--- src/difference_hash_9x8_assert.svh ---
// ---------------------------------------------------------------------------
// difference_hash_9x8 assertion macros
// Concurrent assertion wrappers; define ASSERT_OFF to compile them out.
// ---------------------------------------------------------------------------
`ifndef DIFFERENCE_HASH_9X8_ASSERT_SVH
`define DIFFERENCE_HASH_9X8_ASSERT_SVH

`ifndef ASSERT_OFF

// cond must never hold out of reset
`define DH_ASSERT_NEVER(label, clk, rst_n, cond) \
	label: assert property (@(posedge clk) disable iff (!rst_n) !(cond)) \
		else $error("dhash assertion failed: never");

// b must hold in the cycle where a holds
`define DH_ASSERT_IMPL(label, clk, rst_n, a, b) \
	label: assert property (@(posedge clk) disable iff (!rst_n) (a) |-> (b)) \
		else $error("dhash assertion failed: implication");

// b must hold in the cycle after a holds
`define DH_ASSERT_NEXT(label, clk, rst_n, a, b) \
	label: assert property (@(posedge clk) disable iff (!rst_n) (a) |=> (b)) \
		else $error("dhash assertion failed: next cycle");

`else

`define DH_ASSERT_NEVER(label, clk, rst_n, cond)
`define DH_ASSERT_IMPL(label, clk, rst_n, a, b)
`define DH_ASSERT_NEXT(label, clk, rst_n, a, b)

`endif

`endif

--- src/dh98_pkg.sv ---
`timescale 1ns / 1ps
// ---------------------------------------------------------------------------
// dh98_pkg
// Shared constants and sample-position functions of the difference hash.
// ---------------------------------------------------------------------------
package dh98_pkg;

	localparam int DEFAULT_MAX_DIMENSION = 8192;
	localparam int RESET_DIMENSION       = 64;
	localparam int GRID_COLUMNS          = 9;
	localparam int GRID_ROWS             = 8;
	localparam int CFG_W                 = 14;
	localparam int PIX_W                 = 8;
	localparam int GRAY_W                = 18;
	localparam int HASH_W                = GRID_COLUMNS * GRID_ROWS - GRID_ROWS;
	localparam int NEXT_W                = 4;

	// luma weights, scaled by 1000
	localparam logic [9:0] WEIGHT_RED   = 10'd299;
	localparam logic [9:0] WEIGHT_GREEN = 10'd587;
	localparam logic [9:0] WEIGHT_BLUE  = 10'd114;

	// register indexes
	localparam logic REG_IMAGE_WIDTH  = 1'b0;
	localparam logic REG_IMAGE_HEIGHT = 1'b1;

	// x / 9 as (x * COL_RECIP) >> COL_SHIFT, exact for x < 2**21
	localparam int         COL_SHIFT = 24;
	localparam logic [20:0] COL_RECIP = 21'd1864136;
	// rows: divide by 2 * GRID_ROWS
	localparam int         ROW_SHIFT = 4;

	// pixel column of sample column k: floor((2k+1) * dim / 18)
	function automatic logic [14:0] col_pixel(input logic [3:0] k, input logic [14:0] dim);
		logic [19:0] m;
		logic [18:0] n;
		logic [43:0] p;
		m = 20'({k, 1'b1}) * 20'(dim);
		n = m[19:1];
		p = 44'(n) * 44'(COL_RECIP);
		return 15'(p >> COL_SHIFT);
	endfunction

	// pixel row of sample row j: floor((2j+1) * dim / 16)
	function automatic logic [14:0] row_pixel(input logic [3:0] j, input logic [14:0] dim);
		logic [19:0] m;
		m = 20'({j, 1'b1}) * 20'(dim);
		return 15'(m >> ROW_SHIFT);
	endfunction

endpackage

--- src/dh98_grid.sv ---
`timescale 1ns / 1ps
// ---------------------------------------------------------------------------
// dh98_grid
// Image size registers and registered sample-grid positions.
// ---------------------------------------------------------------------------
module dh98_grid import dh98_pkg::*; #(
	parameter int MAX_DIMENSION = DEFAULT_MAX_DIMENSION,
	localparam int DIM_W = $clog2(MAX_DIMENSION + 1),
	localparam int POS_W = $clog2(MAX_DIMENSION)
) (
	input  logic             clk,
	input  logic             arst_n,
	input  logic             cfg_we,
	input  logic             cfg_index,
	input  logic [CFG_W-1:0] cfg_data,
	output logic [DIM_W-1:0] width,
	output logic [DIM_W-1:0] height,
	output logic [POS_W-1:0] col_tgt [GRID_COLUMNS],
	output logic [POS_W-1:0] row_tgt [GRID_ROWS]
);

	localparam int RST_DIM = (RESET_DIMENSION > MAX_DIMENSION) ? MAX_DIMENSION
		: RESET_DIMENSION;

	logic [DIM_W-1:0] width_q;
	logic [DIM_W-1:0] height_q;
	logic [POS_W-1:0] col_tgt_q [GRID_COLUMNS];
	logic [POS_W-1:0] row_tgt_q [GRID_ROWS];
	logic [DIM_W-1:0] dim_clamped;

	// zero reads as one, oversize as the maximum
	always_comb begin
		priority if (cfg_data == '0) begin
			dim_clamped = DIM_W'(1);
		end else if (32'(cfg_data) > 32'(MAX_DIMENSION)) begin
			dim_clamped = DIM_W'(MAX_DIMENSION);
		end else begin
			dim_clamped = DIM_W'(cfg_data);
		end
	end

	always_ff @(posedge clk or negedge arst_n) begin
		if (!arst_n) begin
			width_q  <= DIM_W'(RST_DIM);
			height_q <= DIM_W'(RST_DIM);
		end else if (cfg_we) begin
			unique case (cfg_index)
				REG_IMAGE_WIDTH:  width_q  <= dim_clamped;
				REG_IMAGE_HEIGHT: height_q <= dim_clamped;
				default:          width_q  <= width_q;
			endcase
		end
	end

	// positions are registered from the size registers and follow them in the next cycle
	always_ff @(posedge clk or negedge arst_n) begin
		if (!arst_n) begin
			for (int k = 0; k < GRID_COLUMNS; k++)
				col_tgt_q[k] <= POS_W'(col_pixel(4'(k), 15'(RST_DIM)));
			for (int j = 0; j < GRID_ROWS; j++)
				row_tgt_q[j] <= POS_W'(row_pixel(4'(j), 15'(RST_DIM)));
		end else begin
			for (int k = 0; k < GRID_COLUMNS; k++)
				col_tgt_q[k] <= POS_W'(col_pixel(4'(k), 15'(width_q)));
			for (int j = 0; j < GRID_ROWS; j++)
				row_tgt_q[j] <= POS_W'(row_pixel(4'(j), 15'(height_q)));
		end
	end

	assign width   = width_q;
	assign height  = height_q;
	assign col_tgt = col_tgt_q;
	assign row_tgt = row_tgt_q;

endmodule

--- src/dh98_accum.sv ---
`timescale 1ns / 1ps
// ---------------------------------------------------------------------------
// dh98_accum
// Raster position, sampled row grays and hash accumulation.
// ---------------------------------------------------------------------------
`include "difference_hash_9x8_assert.svh"

module dh98_accum import dh98_pkg::*; #(
	parameter int MAX_DIMENSION = DEFAULT_MAX_DIMENSION,
	localparam int DIM_W = $clog2(MAX_DIMENSION + 1),
	localparam int POS_W = $clog2(MAX_DIMENSION)
) (
	input  logic              clk,
	input  logic              arst_n,
	input  logic              advance,
	input  logic [GRAY_W-1:0] gray,
	input  logic [DIM_W-1:0]  width,
	input  logic [DIM_W-1:0]  height,
	input  logic [POS_W-1:0]  col_tgt [GRID_COLUMNS],
	input  logic [POS_W-1:0]  row_tgt [GRID_ROWS],
	output logic              result,
	output logic [HASH_W-1:0] hash
);

	localparam int CMP_W = DIM_W + 1;

	logic [POS_W-1:0]  col_q;
	logic [POS_W-1:0]  row_q;
	logic [NEXT_W-1:0] next_q;
	logic [HASH_W-1:0] hash_q;
	logic [GRAY_W-1:0] grays_q [GRID_COLUMNS];

	logic [GRAY_W-1:0]      grays_n [GRID_COLUMNS];
	logic [GRID_COLUMNS-2:0] bits;
	logic [GRID_ROWS-1:0]   reached;
	logic [NEXT_W-1:0]      reached_cnt;
	logic [NEXT_W-1:0]      next_n;
	logic [HASH_W-1:0]      hash_n;
	logic                   row_end;
	logic                   img_end;
	logic                   hash_ahead_nz;

	always_comb begin
		for (int k = 0; k < GRID_COLUMNS; k++)
			grays_n[k] = (col_q == col_tgt[k]) ? gray : grays_q[k];
		for (int x = 0; x < GRID_COLUMNS - 1; x++)
			bits[x] = grays_n[x] > grays_n[x + 1];

		row_end = (CMP_W'(col_q) + CMP_W'(1)) >= CMP_W'(width);
		img_end = row_end && ((CMP_W'(row_q) + CMP_W'(1)) >= CMP_W'(height));

		// sample rows reached so far; positions rise with j
		reached_cnt = '0;
		for (int j = 0; j < GRID_ROWS; j++) begin
			reached[j]  = row_tgt[j] <= row_q;
			reached_cnt = reached_cnt + NEXT_W'(reached[j]);
		end
		next_n = (reached_cnt > next_q) ? reached_cnt : next_q;

		hash_n = hash_q;
		for (int j = 0; j < GRID_ROWS; j++)
			if (reached[j] && (NEXT_W'(j) >= next_q))
				hash_n[j*8 +: 8] = hash_n[j*8 +: 8] | bits;
	end

	always_ff @(posedge clk) begin
		if (advance) begin
			for (int k = 0; k < GRID_COLUMNS; k++)
				grays_q[k] <= grays_n[k];
		end
	end

	always_ff @(posedge clk or negedge arst_n) begin
		if (!arst_n) begin
			col_q  <= '0;
			row_q  <= '0;
			next_q <= '0;
			hash_q <= '0;
		end else if (advance) begin
			priority if (!row_end) begin
				col_q <= col_q + POS_W'(1);
			end else if (img_end) begin
				col_q  <= '0;
				row_q  <= '0;
				next_q <= '0;
				hash_q <= '0;
			end else begin
				col_q  <= '0;
				row_q  <= row_q + POS_W'(1);
				next_q <= next_n;
				hash_q <= hash_n;
			end
		end
	end

	assign result = advance && img_end;
	assign hash   = ((width <= DIM_W'(1)) || (height <= DIM_W'(1))) ? '0 : hash_n;

	// rows not yet formed hold no set bits
	assign hash_ahead_nz = (next_q < NEXT_W'(GRID_ROWS)) &&
		((hash_q >> (6'(next_q) * 6'd8)) != '0);

	`DH_ASSERT_NEVER(a_next_range, clk, arst_n, next_q > NEXT_W'(GRID_ROWS))
	`DH_ASSERT_NEVER(a_hash_ahead_clear, clk, arst_n, hash_ahead_nz)
	`DH_ASSERT_NEXT(a_clear_after_image, clk, arst_n, result, (col_q == '0) && (row_q == '0) && (next_q == '0) && (hash_q == '0))
	`DH_ASSERT_IMPL(a_result_row_end, clk, arst_n, result, row_end && advance)

endmodule

--- src/difference_hash_9x8.sv ---
`timescale 1ns / 1ps
// ---------------------------------------------------------------------------
// difference_hash_9x8
// Streaming 64-bit difference hash (dHash) of each RGB image.
// ---------------------------------------------------------------------------
// Pixels come in raster order, one request per pixel on the slave stream, and
// one request carrying the 64-bit hash leaves on the master stream after the
// last pixel of each image. A pixel is taken every cycle when the output side
// keeps up. The gray value is formed ahead of the input register, and the
// position / compare logic sits between the input register and the result
// register. The hash is therefore offered on the master stream once its last
// pixel has passed the input register and the result register.
// While a finished hash waits for m_axis_tready the input register still takes
// one more pixel, then holds.
// Image size is set by cfg_we / cfg_index / cfg_data (0 width, 1 height);
// 0 counts as 1, values above MAX_DIMENSION as MAX_DIMENSION, and a width or
// height of one gives a hash of zero. Write the size only between images, and
// take no pixel at the edge of the write; the first pixel may be taken at the
// next edge after the last write.
// ---------------------------------------------------------------------------
module difference_hash_9x8 import dh98_pkg::*; #(
	parameter int MAX_DIMENSION = DEFAULT_MAX_DIMENSION
) (
	input  logic              clk,
	input  logic              arst_n,
	// slave stream: pixels
	input  logic              s_axis_tvalid,
	output logic              s_axis_tready,
	input  logic [23:0]       s_axis_tdata,   // red [7:0], green [15:8], blue [23:16]
	// master stream: hash
	output logic              m_axis_tvalid,
	input  logic              m_axis_tready,
	output logic [HASH_W-1:0] m_axis_tdata,   // image_hash [63:0]
	// configuration writes
	input  logic              cfg_we,
	input  logic              cfg_index,
	input  logic [CFG_W-1:0]  cfg_data
);

	localparam int DIM_W = $clog2(MAX_DIMENSION + 1);
	localparam int POS_W = $clog2(MAX_DIMENSION);

	logic [PIX_W-1:0]  red;
	logic [PIX_W-1:0]  green;
	logic [PIX_W-1:0]  blue;
	logic [GRAY_W-1:0] gray;

	logic              valid_s1;
	logic [GRAY_W-1:0] gray_s1;
	logic              advance;

	logic              out_valid_q;
	logic [HASH_W-1:0] out_hash_q;

	logic [DIM_W-1:0]  width;
	logic [DIM_W-1:0]  height;
	logic [POS_W-1:0]  col_tgt [GRID_COLUMNS];
	logic [POS_W-1:0]  row_tgt [GRID_ROWS];
	logic              result;
	logic [HASH_W-1:0] hash;

	assign red   = s_axis_tdata[7:0];
	assign green = s_axis_tdata[15:8];
	assign blue  = s_axis_tdata[23:16];

	// luma scaled by 1000, exact
	assign gray = GRAY_W'(WEIGHT_RED) * GRAY_W'(red)
		+ GRAY_W'(WEIGHT_GREEN) * GRAY_W'(green)
		+ GRAY_W'(WEIGHT_BLUE) * GRAY_W'(blue);

	// stage 1 moves on only when the result register is free
	assign advance       = valid_s1 && (!out_valid_q || m_axis_tready);
	assign s_axis_tready = !valid_s1 || advance;

	always_ff @(posedge clk or negedge arst_n) begin
		if (!arst_n) begin
			valid_s1 <= 1'b0;
		end else if (s_axis_tready) begin
			valid_s1 <= s_axis_tvalid;
		end
	end

	always_ff @(posedge clk) begin
		if (s_axis_tready && s_axis_tvalid) begin
			gray_s1 <= gray;
		end
	end

	dh98_grid #(
		.MAX_DIMENSION(MAX_DIMENSION)
	) u_grid (
		.clk      (clk),
		.arst_n   (arst_n),
		.cfg_we   (cfg_we),
		.cfg_index(cfg_index),
		.cfg_data (cfg_data),
		.width    (width),
		.height   (height),
		.col_tgt  (col_tgt),
		.row_tgt  (row_tgt)
	);

	dh98_accum #(
		.MAX_DIMENSION(MAX_DIMENSION)
	) u_accum (
		.clk    (clk),
		.arst_n (arst_n),
		.advance(advance),
		.gray   (gray_s1),
		.width  (width),
		.height (height),
		.col_tgt(col_tgt),
		.row_tgt(row_tgt),
		.result (result),
		.hash   (hash)
	);

	// result register
	always_ff @(posedge clk or negedge arst_n) begin
		if (!arst_n) begin
			out_valid_q <= 1'b0;
		end else if (advance && result) begin
			out_valid_q <= 1'b1;
		end else if (m_axis_tready) begin
			out_valid_q <= 1'b0;
		end
	end

	always_ff @(posedge clk) begin
		if (advance && result) begin
			out_hash_q <= hash;
		end
	end

	assign m_axis_tvalid = out_valid_q;
	assign m_axis_tdata  = out_hash_q;

endmodule
--- config.mk ---
export PLATFORM = sky130hd
export DESIGN_NAME = difference_hash_9x8
export DESIGN_NICKNAME = d
export VERILOG_FILES = /design/src/dh98_pkg.sv /design/src/dh98_grid.sv /design/src/dh98_accum.sv /design/src/difference_hash_9x8.sv
export VERILOG_INCLUDE_DIRS = /design/src /design/src/src
export SDC_FILE = /design/constraint.sdc
export NUM_CORES = 2
export LEC_CHECK = 0
export BUFFER_PORTS_ARGS = -buffer_cell sky130_fd_sc_hd__buf_4
export CAP_MARGIN = 20
export CELL_PAD_IN_SITES_DETAIL_PLACEMENT = 0
export CELL_PAD_IN_SITES_GLOBAL_PLACEMENT = 1
export CORE_AREA = 2 2 517 519
export DETAILED_ROUTE_END_ITERATION = 8
export DIE_AREA = 0 0 519 521
export HOLD_SLACK_MARGIN = 0.03
export PLACE_DENSITY_LB_ADDON = 0.1
export SYNTH_ARGS = -nofsm -noshare
export SYNTH_HDL_FRONTEND = slang
export SYNTH_SLANG_ARGS = --single-unit
--- constraint.sdc ---
create_clock -name clk -period 14.4 [get_ports clk]
set_input_delay 2.88 -clock clk [delete_from_list [all_inputs] [get_ports clk]]
set_output_delay 2.88 -clock clk [all_outputs]
set_load 0.01 [all_outputs]
Word level (Yosys, flattened, before mapping)
Memory sizes are Yosys's and may differ from the RTL's.
Index checks and enable logic that the tools add are counted.
{"block": "word_totals", "ff_bits": 420, "ramBits": 162, "inputBits": 44, "n_memories": 1}
{"block": "op_classes", "add_sub_neg": 13, "mul": 27, "magnitude_cmp": 30, "eq_ne": 9, "n_mux": 28, "bitwise": 9, "n_reduce_logical": 25}
{"name": "u_accum.grays_q", "words": 9, "width": 18, "read_ports": 9, "rd_ports_with_merged_regs": 0, "write_ports": 9, "line": "dh98_accum.sv:31", "source": "logic [GRAY_W-1:0] grays_q [GRID_COLUMNS];"}
{"cell": "2-to-1 mux 18 bit", "count": 9}
{"cell": "greater-than comparator 18 bit", "count": 8}
{"cell": "multiplier 17 x 18 -> 34 bit (second input constant)", "count": 4}
{"cell": "equality test 13 bit", "count": 7}
{"cell": "less-or-equal comparator 13 bit", "count": 6}
{"cell": "multiplier 4 x 14 -> 18 bit (first input constant)", "count": 4}
{"cell": "multiplier 16 x 18 -> 34 bit (second input constant)", "count": 2}
{"cell": "multiplier 3 x 14 -> 17 bit (first input constant)", "count": 4}
{"cell": "multiplier 4 x 14 -> 17 bit (first input constant)", "count": 4}
{"cell": "2-to-1 mux 64 bit", "count": 1}
{"cell": "2-to-1 mux 8 bit", "count": 8}
{"cell": "bitwise OR 8 bit", "count": 8}
{"cell": "multiplier 18 x 18 -> 34 bit (second input constant)", "count": 1}
{"cell": "multiplier 15 x 18 -> 33 bit (second input constant)", "count": 1}
{"cell": "multiplier 2 x 14 -> 16 bit (first input constant)", "count": 2}
{"cell": "multiplier 13 x 18 -> 31 bit (second input constant)", "count": 1}
{"cell": "greater-or-equal comparator 15 x 14 -> 1 bit", "count": 2}
{"cell": "adder 13 x 1 -> 14 bit (second input constant)", "count": 2}
{"cell": "less-or-equal comparator 14 x 1 -> 1 bit (second input constant)", "count": 2}
{"cell": "2-to-1 mux 14 bit", "count": 2}
{"cell": "adder 13 x 1 -> 13 bit (second input constant)", "count": 2}
{"cell": "2-to-1 mux 13 bit", "count": 2}
{"cell": "adder 4 x 1 -> 4 bit", "count": 6}
{"cell": "multiplier 5 x 14 -> 19 bit (first input constant)", "count": 1}
{"cell": "25 further kinds", "count": 52}

Logic depth before layout (Yosys ltp)
{"block": "logic_depth", "ltp_word": 11, "ltp_mapped": 36}

By module
A second synthesis with hierarchy kept.
{"block": "hier_totals", "hier_cells": 7707, "area_unflattened_um2": 79580.1}
{"mod": "dh98_grid", "instances": 1, "cells_per_inst": 5166, "area_each_um2": 53009.6, "seq_area_each_um2": 6089.6}
{"mod": "dh98_accum", "instances": 1, "cells_per_inst": 2041, "area_each_um2": 20116.8, "seq_area_each_um2": 7216.9}
{"mod": "difference_hash_9x8", "instances": 1, "cells_per_inst": 500, "area_each_um2": 6453.7, "seq_area_each_um2": 2512.4}

Worst setup path before layout
No wires, ideal clock.
{"block": "synth_timing", "path_type": "register to register", "start": "register u_grid.width_q[1] (netlist: u_grid.width[1])", "end": "register u_grid.col_tgt_q, in the netlist u_grid.col_tgt[23]", "setup_time_ns": 0.080, "arrival_ns": 9.090, "required_time_ns": 14.320, "setup_slack_ns": 5.230, "stages_incl_launch_ff": 34, "n_path_buf": 0, "path_cell_list": "dfrtp_1 fa_1 fa_1 ha_1 a21o_1 a21oi_1 nor2b_1 o21a_1 o41ai_2 o21a_1 o21ai_0 o41ai_2 xnor2_1 fa_1 inv_1 ha_1 inv_1 fa_1 inv_1 fa_1 fa_1 inv_1 fa_1 inv_1 ha_1 a21o_1 a21oi_1 o21ai_0 a21oi_1 o31ai_1 o31a_1 o41a_1 a21oi_2 xnor2_1"}
{"block": "synth_between", "elab_chain_len": 2}
{"item": "start, declared", "line": "dh98_grid.sv:25", "source": "logic [DIM_W-1:0] width_q;"}
{"item": "start signal, assigned", "line": "dh98_grid.sv:44", "source": "width_q <= DIM_W'(RST_DIM);"}
{"item": "start signal, assigned", "line": "dh98_grid.sv:48", "source": "REG_IMAGE_WIDTH: width_q <= dim_clamped;"}
{"item": "start signal, assigned", "line": "dh98_grid.sv:50", "source": "default: width_q <= width_q;"}
{"item": "multiplier 4 x 14 -> 18 bit", "line": "dh98_pkg.sv:38", "source": "m = 20'({k, 1'b1}) * 20'(dim);"}
{"item": "multiplier 17 x 18 -> 34 bit", "line": "dh98_pkg.sv:40", "source": "p = 44'(n) * 44'(COL_RECIP);"}
{"item": "end signal, assigned by index", "line": "dh98_grid.sv:59", "source": "col_tgt_q[k] <= POS_W'(col_pixel(4'(k), 15'(RST_DIM)));"}
{"item": "end signal, assigned by index", "line": "dh98_grid.sv:64", "source": "col_tgt_q[k] <= POS_W'(col_pixel(4'(k), 15'(width_q)));"}
{"item": "end, declared", "line": "dh98_grid.sv:27", "source": "logic [POS_W-1:0] col_tgt_q [GRID_COLUMNS];"}
No other way between the ends.
A chain may end at the register's enable or synchronous reset.

Worst setup path in the final report
Same ends and word-level chain as after synthesis.

==> qor.txt <==
Status: finished clean
Maxcap violations: 0
Post-synthesis simple-gate area fraction: 5.818%
Largest area contributor in the netlist: ha_1
Resize count post-CTS: 0
Adder-Cell Fraction of Synth Area: 49.25%
Fin. Hold Viols: 0
Syn. warnings: 0
Worst-Margin Slew: 1.080 ns
Clock transition at the registers of the reported paths: 0.06 ns
Highest-delay cell along the critical path: fa_1
Area growth syn-to-layout: 10.57%
Crit path depth: 34
Proportion of synthesized area in mux cells: 2.177%
CP Launch Point: u_grid.width[1]$_DFFE_PN0P_
Synth top area share: 27.21%
Vias in the first global route: 56790
First-pass iteration count of the detailed router: 5
Crit path max-delay family: adder cells
Largest net degree at the start of global routing: 81
RSZ-0062 raised after global routing: no
Post-Syn Area: 79010 µm²
IO Count: 110
Avg Synthesized Cell Area: 10.41 µm²
Initial antenna violation count: 8
TritonCTS Buffers: 79
Compound-Gate Fraction of Synth Area: 9.127%
Most used cell, CP: fa_1
Longest Clk Path Bufs: 3
Synth Flop Type: dfrtp_1
Footprint of the multi-input gates: 56670 µm²
Fin nets: 10410
Slowest stage delay, CP: 0.93 ns
Slew Limit Fails: 0
CP endpoint kind: register
H-tree depth: 3
Vias post-DR: 51840
CTS sink cnt: 581
Netlist cell types: 83
Layout cells sized above 1: 6.311%
First-pass GRT wire length: 354100 µm
Worst hold path type: register to register
Clock root buffer: clkbuf_16
Fin crit share: 70.52%
Row cnt: 189
Fmax: 0.09848 GHz
Crit path buf inv count: 6
Flops & latches, synth: 581
Die area: 270400 µm²
Worst setup path endpoint: u_grid.col_tgt[23]$_DFF_PN0_
Total global-route track usage: 17.18%
Dpl hpwl: 191600 µm
Ys async rst share: 58.00%
Worst Skew: 0.05800 ns
Average wire per standard cell: 20.13 µm
Flop2flop setup slack: 4.25 ns
Min Clock Period, post-route: 10.15 ns
Setup TNS: 0 ns
Iteration-0 DRC count of the detailed router: 2096
Rel. slew slack: 27.49%
Reg2reg start: u_grid.width[1]$_DFFE_PN0P_
Main area contributors after synthesis: ha_1 27%, fa_1 22%, edfxtp_1 9.3%, dfrtp_1 9.2%, inv_1 7.8%
Clock Latency Late Sink: 0.72 ns
Maximum fanout along the worst path: 26
Worst EP arrival: 10.79 ns
Grt ovf: 0
Gp weighted congestion: 0.8341
Port Buf Inserts: 109
CP required: 15.04 ns
EDFF count, synth: 244
Fill cell count: 27150
CTS tree: yes
Main combinational cell family by area after synthesis: adder cells
CP Launch Type: register
Seq. cell area: 15820 µm²
Commonest non-fill, non-tap cell in the layout: ha_1
Final WL: 229100 µm
Commonest non-fill, non-tap cells in the layout: 1718 x ha_1, 1633 x inv_1, 870 x fa_1, 324 x nor2_1, 323 x a21oi_1
Die W: 519 µm
Detail-routed via count per cell: 4.555
Seq/Total Area, Yosys: 20.02%
Post-CTS Hold Buffers: 0
Setup bufs post-CTS: 0
Chip height: 521 µm
Setup-failing EPs final: 0
Crit Path Category: register to register
Residual DRC: 0
Routed Antenna Nets: 0
Reg2Reg Depth: 34
Xor/xnor share of the synthesized area: 5.254%
Post-Syn Nets: 10220
R2R Path End: u_grid.col_tgt[23]$_DFF_PN0_
Initial core utilization: 29.89%
Post-Syn Instances: 7592
Core footprint: 264400 µm²
synth_stat cells (12+ instances only):
master,instances
o22ai_1,12
dfrtp_1,290
nand3_1,64
xnor2_1,302
buf_2,38
nor2b_1,48
nor4_1,29
mux2_2,23
o211ai_1,31
a31oi_1,86
a21o_1,185
inv_1,1635
a31o_2,19
edfxtp_1,244
and3_1,40
a211oi_1,18
o21a_1,69
nand2b_1,38
nor3_1,70
nand4_1,90
nand2_1,170
or2_2,25
fa_1,870
o21ai_0,142
nor2_1,324
o31ai_1,13
clkbuf_1,67
dfstp_2,47
and2_1,12
o21bai_1,49
a21oi_1,325
xor2_1,172
mux2i_1,146
ha_1,1718
or3_1,15
state kept, by name, indices dropped and copies added, names as in the netlist, 13 cells and up:
register         count
gray_s1             18
m_axis_tdata        64
u_accum.col_q       13
u_accum.grays_q    162
u_accum.hash_q      64
u_accum.row_q       13
u_grid.col_tgt     113
u_grid.height       14
u_grid.row_tgt     100
u_grid.width        14
per-layer routing:
layer / wire length [µm] / GRT usage, % / up-vias
met1: 111200 / 23.70 / 25660
met5: 0 / 0 / -
met2: 109600 / 29.42 / 456
met4: 3946 / 3.299 / 0
li1: - / - / 25570
met3: 4315 / 1.453 / 155
stage by stage:
stage | instance area (µm²) | cells | setup slack [ns] | hold slack (ns) | utilization, %
after floorplan | 79010 | 7592 | 5.230 | 0.4633 | -
after global placement | 84630 | 11230 | 4.164 | 0.4750 | 32.01
after detailed placement | 84670 | 11230 | 4.174 | 0.4836 | 32.03
after CTS | 87350 | 11380 | 4.174 | 0.4969 | 33.04
after global routing | 87370 | 11380 | 3.663 | 0.5171 | 33.05
final | 87370 | 11380 | 4.246 | 0.4937 | 33.05
cell type report:
type,count,share of cell area [%]
Multi-Input combinational cell,5266,64.86
Clock inverter,40,0.5413
Tap cell,3533,5.060
Clock buffer,107,2.522
Inverter,1636,7.037
Sequential cell,581,18.11
Antenna cell,3,0.008593
Timing Repair Buffer,213,1.860
worst min-delay path by stage:
stage / to / depth (start not counted) / slack, ns / startpoint
2_1_floorplan: u_accum.hash_q[0]$_DFFE_PN0P_ / 2 / 0.46 / u_accum.hash_q[0]$_DFFE_PN0P_
3_3_place_gp: u_accum.hash_q[5]$_DFFE_PN0P_ / 2 / 0.48 / u_accum.hash_q[5]$_DFFE_PN0P_
3_5_place_dp: u_accum.hash_q[18]$_DFFE_PN0P_ / 2 / 0.48 / u_accum.hash_q[18]$_DFFE_PN0P_
4_1_cts: u_accum.hash_q[30]$_DFFE_PN0P_ / 2 / 0.50 / u_accum.hash_q[30]$_DFFE_PN0P_
5_1_grt: u_accum.hash_q[62]$_DFFE_PN0P_ / 2 / 0.52 / u_accum.hash_q[62]$_DFFE_PN0P_
6_report: u_accum.hash_q[24]$_DFFE_PN0P_ / 2 / 0.49 / u_accum.hash_q[24]$_DFFE_PN0P_
cell families (layout without fill, tap and decap cells):
logic type | count (synthesis) | count (layout)
compound gates | 1085 | 1085
xor+xnor | 474 | 474
fa+ha+maj | 2588 | 2588
buf+inv | 1745 | 1996
flops | 581 | 581
mux | 169 | 169
other cells | 0 | 3
simple gates | 950 | 950
tightest hold or removal path: stages (launching register included):
cell     delay, ns
dfrtp_1       0.34
a31oi_1       0.04
nor2_1        0.07
Power is left out: the tool's default activity adds up to more than one toggle a clock period on the data nets, which glitch-free logic cannot reach.
